File: src/hw/rtl/spq_pkg.sv
// Package: types and constants shared by the sorted priority queue
`timescale 1ns / 1ps
package spq_pkg;

    localparam int DEPTH = 16;
    localparam int IDX_W = $clog2(DEPTH);
    localparam int CNT_W = $clog2(DEPTH + 1);

    typedef enum logic {
        OP_ENQUEUE = 1'b0,
        OP_DEQUEUE = 1'b1
    } opcode_t;

    typedef enum logic [1:0] {
        ST_DONE  = 2'd0,
        ST_FULL  = 2'd1,
        ST_EMPTY = 2'd2
    } status_t;

    typedef enum logic {
        S_IDLE = 1'b0,
        S_EXEC = 1'b1
    } ctrl_state_t;

    typedef struct packed {
        logic               opcode;
        logic signed [31:0] item_value;
        logic        [15:0] item_priority;
    } in_item_t;

    typedef struct packed {
        logic signed [31:0] out_value;
        logic        [1:0]  status;
        logic        [4:0]  fill_count;
    } out_item_t;

    typedef struct packed {
        logic capture;
        logic commit;
    } dp_cmd_t;

endpackage

File: src/hw/rtl/sorted_priority_queue.sv
// Top level: sorted priority queue, controller plus slot datapath
// done is registered in the execute state that the accepting start edge enters; result is valid while done is high.
// A new item is taken only in idle, after the execute state; busy is high for the one execute cycle.
// The execute cycle compares all slots in parallel and inserts or shifts at once.
// Reset (rst_n, asynchronous, active low) empties the queue; slot contents are not cleared.
// Results cannot be stalled: each is shown for one cycle on done.
`timescale 1ns / 1ps
module sorted_priority_queue
    import spq_pkg::*;
(
    input  logic      clk,
    input  logic      rst_n,
    input  logic      start,
    input  in_item_t  item,
    output logic      busy,
    output logic      done,
    output out_item_t result
);

    dp_cmd_t cmd;

    spq_ctrl u_ctrl (
        .clk   (clk),
        .rst_n (rst_n),
        .start (start),
        .busy  (busy),
        .done  (done),
        .cmd   (cmd)
    );

    spq_datapath u_datapath (
        .clk    (clk),
        .rst_n  (rst_n),
        .cmd    (cmd),
        .item   (item),
        .result (result)
    );

endmodule

File: src/hw/rtl/spq_ctrl.sv
// Controller: sequences capture and commit of one item at a time
`timescale 1ns / 1ps
module spq_ctrl
    import spq_pkg::*;
(
    input  logic    clk,
    input  logic    rst_n,
    input  logic    start,
    output logic    busy,
    output logic    done,
    output dp_cmd_t cmd
);

    ctrl_state_t state_reg;
    ctrl_state_t state_next;
    logic        done_reg;
    logic        done_next;

    always_ff @(posedge clk or negedge rst_n)
    begin
        if (!rst_n)
        begin
            state_reg <= S_IDLE;
            done_reg  <= 1'b0;
        end
        else
        begin
            state_reg <= state_next;
            done_reg  <= done_next;
        end
    end

    always_comb
    begin
        state_next  = state_reg;
        done_next   = 1'b0;
        cmd.capture = 1'b0;
        cmd.commit  = 1'b0;
        busy        = 1'b0;
        case (state_reg)
            S_IDLE:
            begin
                if (start)
                begin
                    cmd.capture = 1'b1;
                    state_next  = S_EXEC;
                end
            end
            S_EXEC:
            begin
                busy       = 1'b1;
                cmd.commit = 1'b1;
                done_next  = 1'b1;
                state_next = S_IDLE;
            end
            default:
            begin
                state_next = S_IDLE;
            end
        endcase
    end

    assign done = done_reg;

endmodule

File: src/hw/rtl/spq_datapath.sv
// Datapath: sorted slot registers, parallel insert and shift, result register
`timescale 1ns / 1ps
module spq_datapath
    import spq_pkg::*;
(
    input  logic      clk,
    input  logic      rst_n,
    input  dp_cmd_t   cmd,
    input  in_item_t  item,
    output out_item_t result
);

    in_item_t           item_reg;
    out_item_t          result_reg;
    logic signed [31:0] val_reg  [DEPTH];
    logic        [15:0] prio_reg [DEPTH];
    logic [CNT_W-1:0]   count_reg;
    logic [CNT_W-1:0]   count_next;

    logic [DEPTH-1:0]   gt;
    logic [DEPTH-1:0]   ins;
    logic               is_deq;
    logic               full;
    logic               empty;
    logic               do_enq;
    logic               do_deq;

    assign is_deq = (item_reg.opcode == OP_DEQUEUE);
    assign full   = (count_reg == CNT_W'(DEPTH));
    assign empty  = (count_reg == '0);
    assign do_enq = !is_deq && !full;
    assign do_deq = is_deq && !empty;

    always_comb
    begin
        for (int i = 0; i < DEPTH; i++)
        begin
            gt[i] = (CNT_W'(i) < count_reg) && (item_reg.item_priority < prio_reg[i]);
        end
        for (int i = 0; i < DEPTH; i++)
        begin
            ins[i] = (CNT_W'(i) == count_reg) || gt[i];
            if (i > 0)
            begin
                ins[i] = ins[i] && !gt[(i > 0) ? i - 1 : 0];
            end
        end
    end

    always_comb
    begin
        count_next = count_reg;
        if (do_enq)
        begin
            count_next = count_reg + CNT_W'(1);
        end
        else if (do_deq)
        begin
            count_next = count_reg - CNT_W'(1);
        end
    end

    always_ff @(posedge clk or negedge rst_n)
    begin
        if (!rst_n)
        begin
            count_reg <= '0;
        end
        else if (cmd.commit)
        begin
            count_reg <= count_next;
        end
    end

    always_ff @(posedge clk)
    begin
        if (cmd.capture)
        begin
            item_reg <= item;
        end
        if (cmd.commit)
        begin
            result_reg.fill_count <= 5'(count_next);
            if (is_deq)
            begin
                result_reg.out_value <= empty ? 32'sd0 : val_reg[0];
                result_reg.status    <= empty ? ST_EMPTY : ST_DONE;
            end
            else
            begin
                result_reg.out_value <= 32'sd0;
                result_reg.status    <= full ? ST_FULL : ST_DONE;
            end
        end
    end

    // enqueue: insert at the sorted place, moving later slots back; dequeue: advance toward the front
    always_ff @(posedge clk)
    begin
        for (int i = 0; i < DEPTH; i++)
        begin
            if (cmd.commit && do_enq)
            begin
                if (i > 0 && gt[(i > 0) ? i - 1 : 0])
                begin
                    val_reg[i]  <= val_reg[(i > 0) ? i - 1 : 0];
                    prio_reg[i] <= prio_reg[(i > 0) ? i - 1 : 0];
                end
                else if (ins[i])
                begin
                    val_reg[i]  <= item_reg.item_value;
                    prio_reg[i] <= item_reg.item_priority;
                end
            end
            else if (cmd.commit && do_deq && i < DEPTH - 1)
            begin
                val_reg[i]  <= val_reg[(i < DEPTH - 1) ? i + 1 : i];
                prio_reg[i] <= prio_reg[(i < DEPTH - 1) ? i + 1 : i];
            end
        end
    end

    assign result = result_reg;

endmodule

File: config.mk
export PLATFORM = sky130hd
export DESIGN_NAME = sorted_priority_queue
export DESIGN_NICKNAME = d
export VERILOG_FILES = /design/src/hw/rtl/spq_pkg.sv /design/src/hw/rtl/sorted_priority_queue.sv /design/src/hw/rtl/spq_ctrl.sv /design/src/hw/rtl/spq_datapath.sv
export SDC_FILE = /design/constraint.sdc
export NUM_CORES = 2
export LEC_CHECK = 0
export ABC_AREA = 1
export ABC_CLOCK_PERIOD_IN_PS = 6300
export BUFFER_PORTS_ARGS = -buffer_cell sky130_fd_sc_hd__clkbuf_2
export CORE_MARGIN = 4
export CORE_UTILIZATION = 50
export DETAILED_ROUTE_END_ITERATION = 8
export MAX_ROUTING_LAYER = met4
export PLACE_DENSITY_LB_ADDON = 0.3
export SLEW_MARGIN = 20
export SYNTH_ARGS = -nofsm -noshare
export SYNTH_HDL_FRONTEND = slang
export SYNTH_SLANG_ARGS = --single-unit
File: constraint.sdc
create_clock -name clk -period 6.3 [get_ports clk]
set_input_delay 0.945 -clock clk [delete_from_list [all_inputs] [get_ports clk]]
set_output_delay 0.945 -clock clk [all_outputs]
set_load 0.02 [all_outputs]
* Word level (Yosys, flattened, before mapping)
Memory sizes are Yosys's and may differ from the RTL's.
Index checks and enable logic that the tools add are counted.
** Storage, ports and cells
- Memories kept :: 2
- Bits in registers :: 95
- Word-level logic and storage cells :: 374
- Output and inout bits :: 41
- Bits of input ports :: 52
- RAM bits :: 768
** Operators by class
- Reduce and logical (&&, ||, !) cells :: 71
- Equality and inequality tests :: 16
- Muxes and demuxes :: 180
- Bitwise operators :: 62
- $add $sub $neg :: 2
- $lt $le $gt $ge :: 32
** Memories
- u_datapath.val_reg :: depth 16, width 32, read ports 16, clocked after Yosys merged registers in 0, write ports 16, RTL line spq_datapath.sv:15 : logic signed [31:0] val_reg [DEPTH];
- u_datapath.prio_reg :: depth 16, width 16, read ports 16, clocked after Yosys merged registers in 0, write ports 16, RTL line spq_datapath.sv:16 : logic [15:0] prio_reg [DEPTH];
** Operator list (count)
- $mux 32 :: 30
- $mux 16 :: 30
- $lt 16x16->1 :: 16
- $mux 1 :: 115
- $or 1x1->1 :: 60
- $eq 4x5->1 const A :: 8
- $lt 4x5->1 const A :: 8
- $logic_and 1x1->1 :: 35
- $eq 3x5->1 const A :: 4
- $lt 3x5->1 const A :: 4
- $logic_not 1->1 :: 18
- $logic_or 1x1->1 :: 16
- $eq 2x5->1 const A :: 2
- $lt 1x5->1 const A :: 2
- $lt 2x5->1 const A :: 2
- $mux 5 :: 2
- $add 5x1->5 const B :: 1
- $eq 1x5->1 const A :: 1
- $eq 5x5->1 const B :: 1
- $logic_not 5->1 :: 1
- $sub 5x1->5 const B :: 1
- $mux 2 :: 2
- $not 1->1 :: 2
- $pmux 1 s2 :: 1
- $reduce_or 2->1 :: 1

* Logic depth before layout (Yosys ltp)
An unclocked memory read counts as a cell.
- Depth in word-level cells :: 11
- Gate-level depth with buffers :: 18
- Mapped depth without buffers :: 16

* Cells and area by module
A second synthesis with hierarchy kept.
** Second synthesis, totals
- Cells, all modules :: 6514
- Area, all modules :: 51707.1 µm²
** By module, submodules not included
- spq_datapath :: area each 51632.0 µm², seq. area each 25829.8 µm², times used 1, cells an instance 6508
- spq_ctrl :: area each 75.1 µm², seq. area each 50.0 µm², times used 1, cells an instance 6

* Worst setup path after synthesis
No wires, ideal clock.
- Path type :: reg2reg
- Start point :: register u_ctrl.state_reg
- End point :: memory u_datapath.prio_reg[15][0], in the netlist u_datapath.prio_reg[1][112], enable pin
- Cell stages (with the launch flop) :: 8
- Library setup time :: 520 ps
- Data required time :: 5780 ps
- Buffers on the path :: 3
- Period minus slack after synthesis :: 6237 ps
- Setup slack :: 63 ps
- Arrival time :: 5717 ps
- Path through :: dfrtp_1 -> buf_2 -> inv_1 -> nor2_4 -> inv_2 -> buf_6 -> clkbuf_1 -> o21ai_0
** RTL lines
- start: declaration :: RTL line spq_ctrl.sv:14 : ctrl_state_t state_reg;
- start signal: assignment :: RTL line spq_ctrl.sv:28 : state_reg <= state_next;
- end: declaration :: RTL line spq_datapath.sv:16

==> Flow_metrics.wiki <==
{| class="wikitable"
! Metric !! Value
|-
| GRT overflow || 0
|-
| Final-layout fill cell count || 9255
|-
| Height of the chip || 327.4 um
|-
| Post-layout minimum cycle time || 4975 ps
|-
| Vias in the first global route || 40.34k
|-
| Transition time at the pin with the least slew margin || 1209 ps
|-
| Number of antenna violations at the first check in global routing || 2
|-
| Post-Place Setup Slack || 1401 ps
|-
| Non-filler instance count after layout || 7856
|-
| Maximum vdd ir drop || 0.2278 mV
|-
| Global Route met1 Usage || 0.4276
|-
| Initial core utilization || 0.5065
|-
| Type of the worst min-delay path || in -> async
|-
| # Post-CTS Setup Buffers || 0
|-
| Share of cells above drive strength 1 || 0.05618
|-
| Final worst hold slack || 97.43 ps
|-
| Signed area change from the synthesized netlist to the final layout || 9.330%
|-
| Power density cells || 402.9 nW/um2
|-
| Ordered list of cells on the worst path || inv_1 -> ha_1 -> inv_1 -> nor2_1 -> nand2_1 -> nand2_2 -> nor2_4 -> inv_8 -> nand2_1 -> nand3_4 -> nand2_2 -> buf_4
|-
| Placed cells || 7677
|-
| Fin worst setup slack || 1325 ps
|-
| Via count of the routed design || 43.46k
|-
| Top fanout value on the critical path || 92
|-
| Clock tree from TritonCTS || done
|-
| FMAX || 0.2010 GHz
|-
| Share of the core filled with cells || 0.5537
|-
| Met3 Use GR || 0.08829
|-
| Area enclosed by the die boundary || 107200 um2
|-
| Busiest layer in global routing || met1
|-
| Detailed-placement wirelength estimate || 103100 um
|-
| CTS max path bufs || 3
|-
| Distinct cells, synth || 38
|-
| Number of enable-type register cells in the synthesized netlist || 856
|-
| Sequential share of the synthesized area || 0.5073
|-
| Net switching power of the design || 0.008720 W
|-
| Area fraction of the dominant cell type after synthesis || 0.5039
|-
| Cell area after synthesis || 51010 um2
|-
| Total negative slack || 0 ps
|-
| CTS resizes || 0
|-
| Number of hold buffers added after CTS || 0
|-
| Syn nets || 6773
|-
| Global-route wire length before repair || 241700 um
|-
| Clock sinks || 863
|-
| Kind of critical path || reg -> reg
|-
| Number of H-tree levels || 3
|-
| DRC violation count after routing || 0
|-
| Max_cap viols || 0
|-
| Headroom to the max-slew limit || 0.1937
|-
| Sequential Power Share || 0.411
|-
| Req. time, crit path || 6590 ps
|-
| Met2 capacity usage during global routing || 0.4155
|-
| Post-synthesis sequential element count || 863
|-
| CP bufs+invs || 4
|-
| Routed vias/inst || 5.532
|-
| Clock Power Share || 0.255
|-
| Ys async rst share || 0.008111
|-
| Library cell occupying the most area in the post-synthesis netlist || edfxtp_1
|-
| Mapped Avg Cell Area || 7.877 um2
|-
| Library cell used as clock root buffer || clkbuf_16
|-
| Startpoint Class || flop
|-
| Final hold vios || 0
|-
| Final clock period utilization by the worst path || 0.7898
|-
| Arrival @ worst endpoint || 5260 ps
|-
| Final Setup Violations || 0
|-
| Number of warnings reported in the yosys synthesis log || 0
|-
| Routed wire per std cell || 20.25 um
|-
| Clk slew on worst S/H paths || 70 ps
|-
| Gpl congestion || 0.9425
|-
| Area of the multi-input gates || 20620 um2
|-
| Int Power || 0.01375 W
|-
| Tot GR Track Use || 0.2990
|-
| Primary flip-flop cell chosen by synthesis mapping || edfxtp_1
|-
| Area of all sequential standard cells || 25880 um2
|-
| Overall routed net length || 159100 um
|-
| Largest net degree at the start of global routing || 196
|-
| Flip-flop count of the largest register, all copies and words added || 512
|-
| Clk_lat worst skew || 680 ps
|-
| Combinational cell fraction of total power || 0.333
|-
| Floorplan die width || 327.4 um
|-
| Status || completed
|-
| Gate count of the mapped netlist || 6476
|-
| Max-slew violation total from the final report || 0
|-
| Number of optimization iterations in the first detailed-route pass || 6
|-
| Core region area || 100700 um2
|-
| DRC violation total after the first TritonRoute iteration || 6000
|-
| Clock buffer count from CTS || 95
|-
| RSZ-0062 raised after global routing || false
|-
| P_leak || 27.22 nW
|-
| PortBufs || 92
|-
| Placement row count || 116
|-
| Max stage delay cell, worst path || nor2_4
|-
| Critical Path End Type || flop
|-
| Number of placed I/O pins || 93
|-
| Final nets || 6714
|-
| Antenna-violating nets left || 0
|-
| Switching share of total power || 0.3880
|-
| Worst path max stage delay || 710 ps
|-
| Cells taking the most area after synthesis || edfxtp_1 50%, nand2_1 21%, nand3_1 8.4%
|-
| Cell class contributing the biggest share of worst-path delay || simple AND/OR/NAND/NOR gates
|-
| Layout Skew || 26.80 ps
|}
==> placed cells by master (no fill, tap or decap), types with 24 or more instances in the layout <==
master	instances
clkbuf_2	92
clkbuf_16	97
ha_1	245
inv_1	847
edfxtp_1	856
a21oi_1	100
nand3_1	852
buf_4	78
o21ai_1	24
o21ai_0	154
nor2_1	90
nand2_1	2853
==> cell type report <==
cell class / instances / share of cell area
Antenna cell: 2 / 0.00008973
Clock buffer: 117 / 0.04523
Clock inverter: 60 / 0.01090
Inverter: 852 / 0.05752
Multi-Input combinational cell: 4426 / 0.3698
Sequential cell: 863 / 0.4640
Tap cell: 1357 / 0.03044
Timing Repair Buffer: 179 / 0.02198
==> worst paths after layout <==
check                      cells past startpoint  slack, ps                              endpoint                                  from
max reg2reg                                   12       1320   u_datapath.val_reg[1][21]$_DFFE_PP_   u_datapath.count_reg[0]$_DFFE_PN0P_
min                                            1        100   u_datapath.count_reg[1]$_DFFE_PN0P_                                 rst_n
max                                           12       1320   u_datapath.val_reg[1][21]$_DFFE_PP_   u_datapath.count_reg[0]$_DFFE_PN0P_
max in group asynchronous                      1       6000            u_ctrl.state_reg$_DFF_PN0_                                 rst_n
min reg2reg                                    2        510  u_datapath.val_reg[1][204]$_DFFE_PP_  u_datapath.val_reg[1][236]$_DFFE_PP_
min in group clk                               1        450     u_datapath.item_reg[26]$_DFFE_PP_                              item[26]
==> cells by family (layout without fill, tap and decap cells) <==
group / count (synthesis) / in the layout / synth area share
AO/OA/AOI/OAI: 320 / 320 / 0.03343
adder cells (fa/ha/maj): 245 / 245 / 0.06009
XOR/XNOR: 4 / 4 / 0.0006867
AND/OR/NAND/NOR: 3857 / 3857 / 0.3068
flip-flops: 863 / 863 / 0.5073
other: 0 / 2 / 0
buffers and inverters: 1187 / 1208 / 0.09170
==> cell usage after synthesis, types with 10 or more instances <==
master / instances
nor3_1: 11
o21a_1: 10
o211ai_1: 16
a21oi_1: 102
ha_1: 245
nand2_1: 2868
edfxtp_1: 856
buf_4: 10
nor2_1: 92
buf_1: 19
nand4_1: 13
nand3_1: 857
o21ai_1: 24
o21ai_0: 155
buf_2: 140
inv_1: 847
clkbuf_1: 165
==> per-stage QoR <==
stage	total power, W	area, um2
floorplan	0.01415	51010
global placement	0.01638	52630
detailed placement	0.01660	52640
CTS	0.02232	55770
global route	0.02372	55770
finish	0.02247	55770
==> power by group through the flow <==
| stage | registers [W] | logic [W] | clock network [W] |
|---|---|---|---|
| 6_report | 0.00925 | 0.00749 | 0.00574 |
| 5_1_grt | 0.00937 | 0.00831 | 0.00604 |
| 4_1_cts | 0.00921 | 0.00733 | 0.00578 |
| 3_5_place_dp | 0.00931 | 0.00729 | 0 |
| 3_3_place_gp | 0.00928 | 0.00711 | 0 |
| 2_1_floorplan | 0.00922 | 0.00493 | 0 |
==> metal layers <==
metal	up-vias	share of wire	routed length [um]
li1	20660	-	-
met1	19880	0.43	67710
met2	2617	0.41	65300
met3	310	0.14	22030
met4	0	0.025	4022
met5	-	0	0
Note: power is estimated with default switching activity, not from simulation.
